**config.mk**
```make
export PLATFORM = sky130hd
export DESIGN_NAME = rgb_to_hsv_converter_flat
export DESIGN_NICKNAME = d
export VERILOG_FILES = /design/src/design/rgb2hsv_pkg.sv /design/src/design/rgb2hsv_rgb_if.sv /design/src/design/rgb2hsv_hsv_if.sv /design/src/design/rgb_to_hsv_converter.sv /design/src/design/rgb2hsv_prep.sv /design/src/design/rgb2hsv_cell.sv /design/src/flat_wrapper.sv
export SDC_FILE = /design/constraint.sdc
export NUM_CORES = 1
export LEC_CHECK = 0
export CAP_MARGIN = 15
export CORE_UTILIZATION = 55
export DETAILED_ROUTE_END_ITERATION = 10
export DONT_BUFFER_PORTS = 1
export MAX_ROUTING_LAYER = met4
export PLACE_DENSITY = 0.7
export SLEW_MARGIN = 20
export SYNTH_ARGS = -nofsm -noshare
export SYNTH_HDL_FRONTEND = slang
export SYNTH_SLANG_ARGS = --single-unit
```
**constraint.sdc**
```tcl
create_clock -name clk_i -period 10.4 [get_ports clk_i]
set_input_delay 0.52 -clock clk_i [delete_from_list [all_inputs] [get_ports clk_i]]
set_output_delay 0.52 -clock clk_i [all_outputs]
set_load 0.01 [all_outputs]
```
**src/design/rgb2hsv_pkg.sv**
```systemverilog
// ----------------------------------------------------------------------------
// RGB to HSV converter package
// Shared constants, types and width helpers of the converter.
// ----------------------------------------------------------------------------
`timescale 1ns / 1ps

package rgb2hsv_pkg;

  localparam int unsigned CHAN_BITS_DEFAULT = 8;
  localparam int unsigned HUE_BITS          = 11;
  localparam int unsigned HUE_FRAC_BITS     = 8;
  localparam int unsigned HUE_TURN          = 1536;
  localparam int unsigned SECTOR_BITS       = HUE_BITS - HUE_FRAC_BITS - 1;

  typedef enum logic [SECTOR_BITS-1:0] {
    SECTOR_RED   = 2'd0,
    SECTOR_GREEN = 2'd1,
    SECTOR_BLUE  = 2'd2
  } rgb2hsv_sector_e;

  // A gray pixel has zero chroma, so hue and saturation are forced to zero.
  typedef struct packed {
    rgb2hsv_sector_e sector;
    logic            neg;
    logic            gray;
  } rgb2hsv_side_t;

  // Number of quotient bits, one per divider cell.
  function automatic int unsigned quot_bits(input int unsigned cb);
    quot_bits = (cb > HUE_FRAC_BITS + 1) ? cb : HUE_FRAC_BITS + 1;
  endfunction

  // Width of the partial remainders carried along the cell row.
  function automatic int unsigned rem_bits(input int unsigned cb);
    rem_bits = cb + ((cb > HUE_FRAC_BITS) ? cb : HUE_FRAC_BITS);
  endfunction

endpackage

```
**src/design/rgb2hsv_rgb_if.sv**
```systemverilog
// ----------------------------------------------------------------------------
// RGB pixel channel
// Valid/ready channel carrying one red, green and blue pixel.
// ----------------------------------------------------------------------------
`timescale 1ns / 1ps

interface rgb2hsv_rgb_if #(
  parameter int unsigned CHANNEL_BITS = rgb2hsv_pkg::CHAN_BITS_DEFAULT
);
  logic                    valid;
  logic                    ready;
  logic [CHANNEL_BITS-1:0] red;
  logic [CHANNEL_BITS-1:0] green;
  logic [CHANNEL_BITS-1:0] blue;

  modport source (output valid, output red, output green, output blue, input ready);
  modport sink   (input valid, input red, input green, input blue, output ready);
endinterface

```
**src/design/rgb2hsv_hsv_if.sv**
```systemverilog
// ----------------------------------------------------------------------------
// HSV pixel channel
// Valid/ready channel carrying one hue, saturation and value result.
// ----------------------------------------------------------------------------
`timescale 1ns / 1ps

interface rgb2hsv_hsv_if #(
  parameter int unsigned CHANNEL_BITS = rgb2hsv_pkg::CHAN_BITS_DEFAULT
);
  import rgb2hsv_pkg::*;

  logic                    valid;
  logic                    ready;
  logic [HUE_BITS-1:0]     hue;
  logic [CHANNEL_BITS-1:0] saturation;
  logic [CHANNEL_BITS-1:0] value;

  modport source (output valid, output hue, output saturation, output value, input ready);
  modport sink   (input valid, input hue, input saturation, input value, output ready);
endinterface

```
**src/design/rgb_to_hsv_converter.sv**
```systemverilog
// ----------------------------------------------------------------------------
// RGB to HSV converter
// Converts a pixel stream to hue, saturation and value through a row of
// divider cells.
//
//   Channel  Direction  Payload                       Width
//   rgb_i    in         red, green, blue              CHANNEL_BITS each
//   hsv_o    out        hue, saturation, value        11, CHANNEL_BITS each
//
// One pixel is accepted per cycle while rgb_i.ready is high; each pixel passes
// through the front stage, one divider cell per quotient bit and the output
// register.
// Reset clears only the stage valid bits; no pixel is in flight afterward.
// Each stage moves on when it is empty or its successor moves, so a stalled
// output fills the row of cells before rgb_i.ready falls.
// ----------------------------------------------------------------------------
`timescale 1ns / 1ps

module rgb_to_hsv_converter #(
  parameter int unsigned CHANNEL_BITS = rgb2hsv_pkg::CHAN_BITS_DEFAULT
) (
  input  logic               clk_i,
  input  logic               rst_ni,
  rgb2hsv_rgb_if.sink        rgb_i,
  rgb2hsv_hsv_if.source      hsv_o
);
  import rgb2hsv_pkg::*;

  localparam int unsigned QB = quot_bits(CHANNEL_BITS);
  localparam int unsigned RW = rem_bits(CHANNEL_BITS);

  logic                    valid [QB+1];
  logic                    en    [QB+1];
  logic [RW-1:0]           rem_sat [QB+1];
  logic [RW-1:0]           rem_hue [QB+1];
  logic [CHANNEL_BITS-1:0] den_sat [QB+1];
  logic [CHANNEL_BITS-1:0] den_hue [QB+1];
  logic [QB-1:0]           q_sat   [QB+1];
  logic [QB-1:0]           q_hue   [QB+1];
  rgb2hsv_side_t           side    [QB+1];

  logic                    en_out;
  logic                    out_valid_q;
  logic [HUE_BITS-1:0]     hue_q, hue_d;
  logic [CHANNEL_BITS-1:0] sat_q, val_q;
  logic [HUE_FRAC_BITS:0]  mag;
  logic [HUE_BITS:0]       frac, base, hsum;

  assign en_out = !out_valid_q || hsv_o.ready;
  assign en[QB] = !valid[QB] || en_out;

  for (genvar k = 0; k < QB; k++) begin : g_en
    assign en[k] = !valid[k] || en[k+1];
  end

  assign rgb_i.ready = en[0];
  assign q_sat[0]    = '0;
  assign q_hue[0]    = '0;

  rgb2hsv_prep #(
    .CHANNEL_BITS (CHANNEL_BITS),
    .REM_BITS     (RW)
  ) u_prep (
    .clk_i     (clk_i),
    .rst_ni    (rst_ni),
    .en_i      (en[0]),
    .valid_i   (rgb_i.valid),
    .red_i     (rgb_i.red),
    .green_i   (rgb_i.green),
    .blue_i    (rgb_i.blue),
    .valid_o   (valid[0]),
    .rem_sat_o (rem_sat[0]),
    .den_sat_o (den_sat[0]),
    .rem_hue_o (rem_hue[0]),
    .den_hue_o (den_hue[0]),
    .side_o    (side[0])
  );

  for (genvar k = 0; k < QB; k++) begin : g_cell
    rgb2hsv_cell #(
      .CHANNEL_BITS (CHANNEL_BITS),
      .REM_BITS     (RW),
      .QUOT_BITS    (QB),
      .SHIFT        (QB - 1 - k)
    ) u_cell (
      .clk_i     (clk_i),
      .rst_ni    (rst_ni),
      .en_i      (en[k+1]),
      .valid_i   (valid[k]),
      .rem_sat_i (rem_sat[k]),
      .den_sat_i (den_sat[k]),
      .q_sat_i   (q_sat[k]),
      .rem_hue_i (rem_hue[k]),
      .den_hue_i (den_hue[k]),
      .q_hue_i   (q_hue[k]),
      .side_i    (side[k]),
      .valid_o   (valid[k+1]),
      .rem_sat_o (rem_sat[k+1]),
      .den_sat_o (den_sat[k+1]),
      .q_sat_o   (q_sat[k+1]),
      .rem_hue_o (rem_hue[k+1]),
      .den_hue_o (den_hue[k+1]),
      .q_hue_o   (q_hue[k+1]),
      .side_o    (side[k+1])
    );
  end

  // A negative difference rounds the hue offset toward minus infinity.
  always_comb begin
    mag  = q_hue[QB][HUE_FRAC_BITS:0]
         + (HUE_FRAC_BITS+1)'(side[QB].neg && (rem_hue[QB] != '0));
    frac = side[QB].neg ? -(HUE_BITS+1)'(mag) : (HUE_BITS+1)'(mag);
    base = (HUE_BITS+1)'({side[QB].sector, {(HUE_FRAC_BITS+1){1'b0}}});
    hsum = base + frac;
    if (hsum[HUE_BITS]) begin
      hsum = hsum + (HUE_BITS+1)'(HUE_TURN);
    end
    hue_d = side[QB].gray ? '0 : hsum[HUE_BITS-1:0];
  end

  always_ff @(posedge clk_i or negedge rst_ni) begin
    if (!rst_ni) begin
      out_valid_q <= 1'b0;
    end else if (en_out) begin
      out_valid_q <= valid[QB];
    end
  end

  always_ff @(posedge clk_i) begin
    if (en_out) begin
      hue_q <= hue_d;
      sat_q <= side[QB].gray ? '0 : q_sat[QB][CHANNEL_BITS-1:0];
      val_q <= den_sat[QB];
    end
  end

  assign hsv_o.valid      = out_valid_q;
  assign hsv_o.hue        = hue_q;
  assign hsv_o.saturation = sat_q;
  assign hsv_o.value      = val_q;

endmodule

```
**src/design/rgb2hsv_prep.sv**
```systemverilog
// ----------------------------------------------------------------------------
// RGB to HSV front stage
// Finds max, min and chroma, picks the hue sector and forms both dividends.
// ----------------------------------------------------------------------------
`timescale 1ns / 1ps

module rgb2hsv_prep #(
  parameter int unsigned CHANNEL_BITS = rgb2hsv_pkg::CHAN_BITS_DEFAULT,
  parameter int unsigned REM_BITS     = rgb2hsv_pkg::rem_bits(CHANNEL_BITS)
) (
  input  logic                      clk_i,
  input  logic                      rst_ni,
  input  logic                      en_i,
  input  logic                      valid_i,
  input  logic [CHANNEL_BITS-1:0]   red_i,
  input  logic [CHANNEL_BITS-1:0]   green_i,
  input  logic [CHANNEL_BITS-1:0]   blue_i,
  output logic                      valid_o,
  output logic [REM_BITS-1:0]       rem_sat_o,
  output logic [CHANNEL_BITS-1:0]   den_sat_o,
  output logic [REM_BITS-1:0]       rem_hue_o,
  output logic [CHANNEL_BITS-1:0]   den_hue_o,
  output rgb2hsv_pkg::rgb2hsv_side_t side_o
);
  import rgb2hsv_pkg::*;

  logic [CHANNEL_BITS-1:0] mx, mn, chroma, abs_d;
  logic [CHANNEL_BITS:0]   diff;
  rgb2hsv_side_t           side_d;
  logic [REM_BITS-1:0]     rem_sat_d, rem_hue_d;
  logic                    valid_q;
  logic [REM_BITS-1:0]     rem_sat_q, rem_hue_q;
  logic [CHANNEL_BITS-1:0] den_sat_q, den_hue_q;
  rgb2hsv_side_t           side_q;

  always_comb begin
    mx = (red_i > green_i) ? red_i : green_i;
    mn = (red_i < green_i) ? red_i : green_i;
    if (blue_i > mx) begin
      mx = blue_i;
    end
    if (blue_i < mn) begin
      mn = blue_i;
    end
    chroma = mx - mn;

    priority if (red_i == mx) begin
      side_d.sector = SECTOR_RED;
      diff = {1'b0, green_i} - {1'b0, blue_i};
    end else if (green_i == mx) begin
      side_d.sector = SECTOR_GREEN;
      diff = {1'b0, blue_i} - {1'b0, red_i};
    end else begin
      side_d.sector = SECTOR_BLUE;
      diff = {1'b0, red_i} - {1'b0, green_i};
    end
    side_d.neg  = diff[CHANNEL_BITS];
    side_d.gray = (chroma == '0);
    abs_d = side_d.neg ? CHANNEL_BITS'(-diff) : diff[CHANNEL_BITS-1:0];

    rem_sat_d = REM_BITS'({chroma, {CHANNEL_BITS{1'b0}}}) - REM_BITS'(chroma);
    rem_hue_d = REM_BITS'({abs_d, {HUE_FRAC_BITS{1'b0}}});
  end

  always_ff @(posedge clk_i or negedge rst_ni) begin
    if (!rst_ni) begin
      valid_q <= 1'b0;
    end else if (en_i) begin
      valid_q <= valid_i;
    end
  end

  always_ff @(posedge clk_i) begin
    if (en_i) begin
      rem_sat_q <= rem_sat_d;
      den_sat_q <= mx;
      rem_hue_q <= rem_hue_d;
      den_hue_q <= chroma;
      side_q    <= side_d;
    end
  end

  assign valid_o   = valid_q;
  assign rem_sat_o = rem_sat_q;
  assign den_sat_o = den_sat_q;
  assign rem_hue_o = rem_hue_q;
  assign den_hue_o = den_hue_q;
  assign side_o    = side_q;

endmodule

```
**src/design/rgb2hsv_cell.sv**
```systemverilog
// ----------------------------------------------------------------------------
// RGB to HSV divider cell
// One restoring step for both the saturation and the hue division.
// ----------------------------------------------------------------------------
`timescale 1ns / 1ps

module rgb2hsv_cell #(
  parameter int unsigned CHANNEL_BITS = rgb2hsv_pkg::CHAN_BITS_DEFAULT,
  parameter int unsigned REM_BITS     = rgb2hsv_pkg::rem_bits(CHANNEL_BITS),
  parameter int unsigned QUOT_BITS    = rgb2hsv_pkg::quot_bits(CHANNEL_BITS),
  parameter int unsigned SHIFT        = 0
) (
  input  logic                      clk_i,
  input  logic                      rst_ni,
  input  logic                      en_i,
  input  logic                      valid_i,
  input  logic [REM_BITS-1:0]       rem_sat_i,
  input  logic [CHANNEL_BITS-1:0]   den_sat_i,
  input  logic [QUOT_BITS-1:0]      q_sat_i,
  input  logic [REM_BITS-1:0]       rem_hue_i,
  input  logic [CHANNEL_BITS-1:0]   den_hue_i,
  input  logic [QUOT_BITS-1:0]      q_hue_i,
  input  rgb2hsv_pkg::rgb2hsv_side_t side_i,
  output logic                      valid_o,
  output logic [REM_BITS-1:0]       rem_sat_o,
  output logic [CHANNEL_BITS-1:0]   den_sat_o,
  output logic [QUOT_BITS-1:0]      q_sat_o,
  output logic [REM_BITS-1:0]       rem_hue_o,
  output logic [CHANNEL_BITS-1:0]   den_hue_o,
  output logic [QUOT_BITS-1:0]      q_hue_o,
  output rgb2hsv_pkg::rgb2hsv_side_t side_o
);
  import rgb2hsv_pkg::*;

  logic [REM_BITS-1:0]     sub_sat, sub_hue;
  logic                    take_sat, take_hue;
  logic                    valid_q;
  logic [REM_BITS-1:0]     rem_sat_q, rem_hue_q;
  logic [CHANNEL_BITS-1:0] den_sat_q, den_hue_q;
  logic [QUOT_BITS-1:0]    q_sat_q, q_hue_q;
  rgb2hsv_side_t           side_q;

  assign sub_sat  = REM_BITS'(den_sat_i) << SHIFT;
  assign sub_hue  = REM_BITS'(den_hue_i) << SHIFT;
  assign take_sat = (rem_sat_i >= sub_sat);
  assign take_hue = (rem_hue_i >= sub_hue);

  always_ff @(posedge clk_i or negedge rst_ni) begin
    if (!rst_ni) begin
      valid_q <= 1'b0;
    end else if (en_i) begin
      valid_q <= valid_i;
    end
  end

  always_ff @(posedge clk_i) begin
    if (en_i) begin
      rem_sat_q <= take_sat ? (rem_sat_i - sub_sat) : rem_sat_i;
      rem_hue_q <= take_hue ? (rem_hue_i - sub_hue) : rem_hue_i;
      q_sat_q   <= q_sat_i | (QUOT_BITS'(take_sat) << SHIFT);
      q_hue_q   <= q_hue_i | (QUOT_BITS'(take_hue) << SHIFT);
      den_sat_q <= den_sat_i;
      den_hue_q <= den_hue_i;
      side_q    <= side_i;
    end
  end

  assign valid_o   = valid_q;
  assign rem_sat_o = rem_sat_q;
  assign den_sat_o = den_sat_q;
  assign q_sat_o   = q_sat_q;
  assign rem_hue_o = rem_hue_q;
  assign den_hue_o = den_hue_q;
  assign q_hue_o   = q_hue_q;
  assign side_o    = side_q;

endmodule

```
**src/flat_wrapper.sv**
```systemverilog
// flat-port wrapper written by rule: the top's interface ports become plain ports
module rgb_to_hsv_converter_flat import rgb2hsv_pkg::*;
#(
  parameter int unsigned CHANNEL_BITS = rgb2hsv_pkg::CHAN_BITS_DEFAULT
)
  (clk_i, rst_ni, rgb_i_valid, rgb_i_red, rgb_i_green, rgb_i_blue, rgb_i_ready, hsv_o_valid, hsv_o_hue, hsv_o_saturation, hsv_o_value, hsv_o_ready);
  rgb2hsv_rgb_if #(.CHANNEL_BITS(CHANNEL_BITS)) rgb_i_i ();
  rgb2hsv_hsv_if #(.CHANNEL_BITS(CHANNEL_BITS)) hsv_o_i ();
  input  logic clk_i;
  input  logic rst_ni;
  input wire logic [$bits(rgb_i_i.valid)-1:0] rgb_i_valid;
  input wire logic [$bits(rgb_i_i.red)-1:0] rgb_i_red;
  input wire logic [$bits(rgb_i_i.green)-1:0] rgb_i_green;
  input wire logic [$bits(rgb_i_i.blue)-1:0] rgb_i_blue;
  output wire logic [$bits(rgb_i_i.ready)-1:0] rgb_i_ready;
  output wire logic [$bits(hsv_o_i.valid)-1:0] hsv_o_valid;
  output wire logic [$bits(hsv_o_i.hue)-1:0] hsv_o_hue;
  output wire logic [$bits(hsv_o_i.saturation)-1:0] hsv_o_saturation;
  output wire logic [$bits(hsv_o_i.value)-1:0] hsv_o_value;
  input wire logic [$bits(hsv_o_i.ready)-1:0] hsv_o_ready;
  assign rgb_i_i.valid = rgb_i_valid;
  assign rgb_i_i.red = rgb_i_red;
  assign rgb_i_i.green = rgb_i_green;
  assign rgb_i_i.blue = rgb_i_blue;
  assign rgb_i_ready = rgb_i_i.ready;
  assign hsv_o_valid = hsv_o_i.valid;
  assign hsv_o_hue = hsv_o_i.hue;
  assign hsv_o_saturation = hsv_o_i.saturation;
  assign hsv_o_value = hsv_o_i.value;
  assign hsv_o_i.ready = hsv_o_ready;
  rgb_to_hsv_converter #(.CHANNEL_BITS(CHANNEL_BITS)) u_core (.clk_i(clk_i), .rst_ni(rst_ni), .rgb_i(rgb_i_i), .hsv_o(hsv_o_i));
endmodule
```
# After elaboration in Yosys (flattened, before gate mapping)
# Cells that the tools add are included.
# W data, S select, Z words.
# word_totals
reg_bits	663
in_bits	28
out_inout_bits	29
# op_classes
mux	27
reduce_logical	25
n_addsub	27
n_bitwise	16
n_eq_ne	2
n_lt_le_gt_ge	22
# op_table
op	count
$mux W16	17
$mux W8	5
$ge A16 B10 Y1	2
$ge A16 B11 Y1	2
$ge A16 B12 Y1	2
$ge A16 B13 Y1	2
$ge A16 B14 Y1	2
$ge A16 B15 Y1	2
$ge A16 B16 Y1	2
$ge A16 B8 Y1	2
$ge A16 B9 Y1	2
$sub A16 B10 Y16	2
$sub A16 B11 Y16	2
$sub A16 B12 Y16	2
$sub A16 B13 Y16	2
$sub A16 B14 Y16	2
$sub A16 B15 Y16	2
$sub A16 B16 Y16	2
$sub A16 B8 Y16	2
$sub A16 B9 Y16	2
$sub A8 B8 Y9	3
$mux W9	2
$eq A8 B8 Y1	2
$gt A8 B8 Y1	2
31 further kinds	52

# Logic depth before layout (Yosys ltp)
# logic_depth
word_depth	12
mapped_depth	29
mapped_depth_nobuf	28

# Modules after synthesis
# A second synthesis with hierarchy kept.
# hier_totals
hier_cells	2895
area_unflattened_um2	37038.0
# by_module_without_submodules
mod	cells_per_inst	seq_area_each_um2	n_inst	area_each_um2
rgb2hsv_prep	522	1316.3	1	4807.1
rgb2hsv_cell (u_core.g_cell[7].u_cell)	260	2127.0	1	3518.4
rgb2hsv_cell (u_core.g_cell[6].u_cell)	269	2127.0	1	3497.1
rgb2hsv_cell (u_core.g_cell[5].u_cell)	266	2127.0	1	3494.6
rgb2hsv_cell (u_core.g_cell[8].u_cell)	267	2127.0	1	3438.3
rgb2hsv_cell (u_core.g_cell[2].u_cell)	236	2127.0	1	3388.2
rgb2hsv_cell (u_core.g_cell[0].u_cell)	219	2127.0	1	3350.7
rgb2hsv_cell (u_core.g_cell[4].u_cell)	250	2127.0	1	3318.2
rgb2hsv_cell (u_core.g_cell[3].u_cell)	239	2127.0	1	3309.4
rgb2hsv_cell (u_core.g_cell[1].u_cell)	224	2127.0	1	3308.2
rgb_to_hsv_converter	143	835.8	1	1607.8

# Worst setup path before layout
# No wires, ideal clock.
# synth_timing
kind	in2reg
from	input hsv_o_ready
to	register u_core.u_prep.den_hue_q[1], in the netlist u_core.u_prep.den_hue_o[1] (enable)
t_arrival_ns	7.554
stages	8
path_buffers	0
required_ns	9.703
setup_time_ns	0.697
slack_ns	2.150
path_cell_list	nor2b_1 > nand3_1 > nor2_1 > nand3_1 > nor2_1 > nand3_1 > inv_1 > nand3_1
# synth_via
elab_chain_cells	11
# synth_lines
element	line_no	text
from (decl)	flat_wrapper.sv:20	input wire logic [$bits(hsv_o_i.ready)-1:0] hsv_o_ready;
$logic_or A1 B1 Y1	rgb_to_hsv_converter.sv:49	assign en_out = !out_valid_q || hsv_o.ready;
$logic_or A1 B1 Y1	rgb_to_hsv_converter.sv:50	assign en[QB] = !valid[QB] || en_out;
$logic_or A1 B1 Y1	rgb_to_hsv_converter.sv:53	assign en[k] = !valid[k] || en[k+1];
via u_core.g_cell[7].u_cell.en_i	rgb2hsv_cell.sv:15	input logic en_i,
$logic_or A1 B1 Y1 (3 in series)	rgb_to_hsv_converter.sv:53	
via u_core.g_cell[4].u_cell.en_i	rgb2hsv_cell.sv:15	
$logic_or A1 B1 Y1 (3 in series)	rgb_to_hsv_converter.sv:53	
via u_core.g_cell[1].u_cell.en_i	rgb2hsv_cell.sv:15	
$logic_or A1 B1 Y1 (2 in series)	rgb_to_hsv_converter.sv:53	
via rgb_i_ready	flat_wrapper.sv:15	output wire logic [$bits(rgb_i_i.ready)-1:0] rgb_i_ready;
to (signal assigned)	rgb2hsv_prep.sv:78	den_hue_q <= chroma;
to (decl)	rgb2hsv_prep.sv:33	logic [CHANNEL_BITS-1:0] den_sat_q, den_hue_q;
# The timed path passes the listed nets, and every way through them passes these cells.
# A chain may end at the register's enable or synchronous reset.

# Worst setup path in the final report
# layout_timing
from	input rgb_i_green[7]
to	register u_core.u_prep.rem_sat_q[8], in the netlist u_core.u_prep.rem_sat_o[8], data pin
# layout_via
elab_chain_cells	6
elab_cells_between_ends	10
classes_between	add/sub: 2; order compare: 4; mux: 4
# layout_lines
element	line_no	text
from (decl)	flat_wrapper.sv:13	input wire logic [$bits(rgb_i_i.green)-1:0] rgb_i_green;
$gt A8 B8 Y1	rgb2hsv_prep.sv:37	mx = (red_i > green_i) ? red_i : green_i;
$mux W8 (*)	rgb2hsv_prep.sv:37	
$gt A8 B8 Y1	rgb2hsv_prep.sv:39	if (blue_i > mx) begin
$mux W8 (*)	rgb2hsv_prep.sv:39	
via u_core.u_prep.mx[0]	rgb2hsv_prep.sv:27	logic [CHANNEL_BITS-1:0] mx, mn, chroma, abs_d;
$sub A8 B8 Y8 (*)	rgb2hsv_prep.sv:45	chroma = mx - mn;
$sub A16 B8 Y16 (*)	rgb2hsv_prep.sv:61	rem_sat_d = REM_BITS'({chroma, {CHANNEL_BITS{1'b0}}}) - REM_BITS'(chroma);
via u_core.u_prep.rem_sat_d[8]	rgb2hsv_prep.sv:30	logic [REM_BITS-1:0] rem_sat_d, rem_hue_d;
to (signal assigned)	rgb2hsv_prep.sv:75	rem_sat_q <= rem_sat_d;
to (decl)	rgb2hsv_prep.sv:32	logic [REM_BITS-1:0] rem_sat_q, rem_hue_q;
# Mark *: on every way through the listed nets, which the timed path passes. The rest lies on a longest branch.

==> results.toml <==
[drt]
dr_total_vias = 17270
wl_per_cell_um = 16.53
drtAntennaViolNets = 0
drt_drc_violations_left = 0
via_per_inst = 5.489
drtIter0Drc = 842
drtPass1Iterations = 6
totalWireLength_um = 52010

[floorplanning]
core_um2 = 51610
die_h_um = 231.3
row_count = 83
start_util_pct = 56.02
io_pins = 57
fp.dieW_um = 231.3
die-area_um2 = 53490

[clock_tree]
cts_tree = "yes"
htreeDepth = 2
clk_latency_ns = 0.60
cts_buffers = 57
cts_resized = 0
clk_path_buf_depth = 3
cts_sinks = 562
cts.clk_slew.worst_paths_ns = 0.06
clock-root-buffer = "clkbuf_16"

[logic_synthesis]
ys_seq_area_share_pct = 58.18
yosys_warnings = 0
synth.distinct_cells = 77
synth-edff-count = 551
yosys.area.top_type = "edfxtp_1"
synthFlopType = "edfxtp_1"
synth.net_count = 2621
syn_area_um2 = 28910
async_flop_share_pct = 1.957
yosys-top-cells-area = "edfxtp_1 57%, ha_1 8.3%, xnor2_1 3.5%"
synth_top_area_share_pct = 57.23
synth-seq-cells = 562
post_synth.cell_area_avg_um2 = 12.14
syn_inst = 2381

[sta]
rsz0062_at_grt = "false"
worst_slew_pin_slew_ns = 1.027
slew_headroom_pct = 31.56
finalSetupViolations = 0
fmax_mhz = 143.6
skew_ns = 0.02069
slew_viol_final = 0
tns_ns = 0
min_period_over_period_pct = 66.96
finalHoldViolCount = 0
whs_ns = 0.2063
min_period_ns = 6.964

[pwr]
power.density_nw_per_um2 = 348.9
p_clk_share_pct = 17.8
power_switching_share_pct = 35.02
total_power_w = 0.01102
internal-power_w = 0.007160
p_leak_nw = 12.90
switchingPower_w = 0.003858
ir_worst_vdd_v = 0.0001690
seq_power_share_pct = 42.0
p_comb_share_pct = 40.2

[layout]
instances_no_fill = 3147
drive_gt1_share_pct = 5.837
nNetsFinal = 2660
n_antenna_cell = 0
area_delta_synth_final_pct = 9.222

[worst_setup_path]
arrival_ns = 7.31
required_ns = 10.75
cp_max_fo = 14
cp-start-kind = "input port"
cp-end-kind = "flop"
crit_type = "input port to flop"

[global_routing]
top_usage_layer = "met2"
grt_overflow_total = 0
met2_usage_pct = 38.09
grt.total_usage_pct = 20.59
grt_pass1_wl_um = 85550
grtUsageMet1_pct = 21.14
met3_usage_pct = 3.679
grt_pass1_vias = 17840
grt_antenna_before_repair = 0
grt_max_degree = 67

[placed_design]
gp_congestion = 0.9279
dp_cells = 3039
port_buffers = 0
hpwl_um = 39550

[hold_path]
hold_path_class = "input port to flop"

[job]
drv_cap = 0

[status]
status = "completed"
[power groups by stage]
stage          clock, W  combinational (W)  sequential (W)
2_1_floorplan         0            0.00359         0.00444
3_3_place_gp          0            0.00421         0.00462
3_5_place_dp          0            0.00441         0.00468
4_1_cts         0.00200            0.00445         0.00464
5_1_grt         0.00209            0.00503         0.00475
6_report        0.00196            0.00443         0.00463
[synthesized netlist by cell type, types with 8 or more instances]
cell	instances
edfxtp_1	551
inv_1	251
ha_1	191
nor2_1	167
a21oi_1	135
nand2_1	134
o21ai_0	131
xnor2_1	116
a21o_1	88
xor2_1	78
nand2b_1	66
nor2b_1	52
nor3_1	35
nor4_1	32
clkbuf_1	27
nand3_1	27
and2_1	25
nand4_1	25
o31ai_1	23
fa_1	21
mux2i_1	18
dfrtp_1	11
and3_1	10
o21a_1	10
o21bai_1	10
or3_1	10
mux2_2	9
a211oi_1	8
a31oi_1	8
[per-stage QoR]
step                      setup slack [ns]  utilization [%]  area (µm²)
after floorplan                      2.150                -       28910
after global placement               3.057            57.62       29740
after detailed placement             2.900            57.62       29740
after CTS                            3.507            61.14       31550
after global routing                 3.035            61.18       31580
final                                3.436            61.18       31580
[final cells by class]
cell class | count | area, µm²
Fill cell | 3854 | 20040
Sequential cell | 562 | 16820
Multi-Input combinational cell | 1534 | 11070
Clock buffer | 70 | 1475
Inverter | 255 | 957.2
Tap cell | 680 | 850.8
Clock inverter | 36 | 319.1
Timing Repair Buffer | 10 | 80.08
[layout by cell type, fill, tap and decap left out, types with 7 or more instances in the layout]
cell / n
nand2b_1: 66
a31oi_1: 8
inv_1: 248
and2_1: 25
or3_1: 10
xnor2_1: 116
nand2_1: 130
mux2_2: 9
clkbuf_16: 57
nand3_1: 23
mux2i_1: 18
clkinv_1: 12
o21a_1: 10
clkinv_2: 13
xor2_1: 78
nor4_1: 32
o31ai_1: 23
nor2b_1: 51
a2111oi_0: 7
clkbuf_1: 13
o21ai_0: 131
dfrtp_1: 11
nor3_1: 35
a211oi_1: 8
ha_1: 191
nand4_1: 25
buf_4: 8
fa_1: 21
a21oi_1: 135
edfxtp_1: 551
o21bai_1: 10
a21o_1: 88
and3_1: 10
nor2_1: 166
[flip-flops by register name, indices dropped and copies added, names as in the netlist]
register                        cells
u_core.g_cell.u_cell.valid_o        9
u_core.g_cell.u_cell.q_sat_o       36
u_core.hsv_o.saturation             8
u_core.u_prep.valid_o               1
u_core.u_prep.den_sat_o             8
u_core.hsv_o.hue                   11
u_core.u_prep.side_o                4
u_core.g_cell.u_cell.den_sat_o     72
u_core.g_cell.u_cell.side_o        36
u_core.u_prep.rem_hue_o             8
u_core.hsv_o.value                  8
u_core.u_prep.rem_sat_o            16
u_core.g_cell.u_cell.rem_hue_o    108
u_core.hsv_o.valid                  1
u_core.u_prep.den_hue_o             7
u_core.g_cell.u_cell.q_hue_o       45
u_core.g_cell.u_cell.den_hue_o     56
u_core.g_cell.u_cell.rem_sat_o    128
[critical path, cell delays in order]
cell,delay (ns)
inv_1,0.04
ha_1,0.40
and2_1,0.22
a221oi_2,0.46
nor2_1,0.16
a21oi_1,0.67
mux2i_1,0.69
ha_1,0.21
and4_1,0.23
nand3_1,0.13
a2111oi_4,0.53
a211o_4,0.29
mux2_4,0.36
inv_1,0.07
ha_1,0.19
inv_1,0.09
o211ai_1,0.18
o31a_1,0.15
o211ai_1,0.10
maj3_2,0.34
a221o_1,0.35
xor2_1,0.26
and3b_1,0.28
nor3b_4,0.30
xnor2_1,0.10
[kinds of logic after synthesis]
logic type	count (synthesis)	synth area share (%)
multiplexers	32	1.242
AO/OA/AOI/OAI	476	10.43
XOR/XNOR	195	5.933
adder cells (fa/ha/maj)	213	9.759
buffers and inverters	285	3.726
flip-flops	562	58.18
AND/OR/NAND/NOR	618	10.73
[routing by layer]
layer  wire [µm]  vias to the layer above
li1            -                     8654
met1       20310                     8184
met2       27550                      313
met3        1969                      122
met4        2179                        0
met5           0                        -
[what timing repair did]
action	in CTS	in global routing
setup buffers	0	0
hold endpoints to repair	12	0
hold buffers	2	0
[path summary, 6_finish.rpt]
| kind | from | endpoint | slack (ns) | depth (start not counted) |
|---|---|---|---|---|
| setup / recovery | rgb_i_green[7] | u_core.u_prep.rem_sat_o[8] | 3.44 | 25 |
| hold / removal | rgb_i_blue[0] | u_core.u_prep.den_sat_o[0] | 0.21 | 1 |
| setup reg to reg | u_core.g_cell[8].u_cell.rem_hue_o[10] | u_core.hsv_o.hue[10] | 6.17 | 14 |
| hold reg to reg | u_core.g_cell[4].u_cell.q_sat_o[7] | u_core.g_cell[5].u_cell.q_sat_o[7] | 0.40 | 0 |
| max in group asynchronous | rst_ni | u_core.g_cell[2].u_cell.valid_o | 9.68 | 1 |
| min in group asynchronous | rst_ni | u_core.g_cell[5].u_cell.valid_o | 0.34 | 1 |
Power figures use the tool's default switching activity.
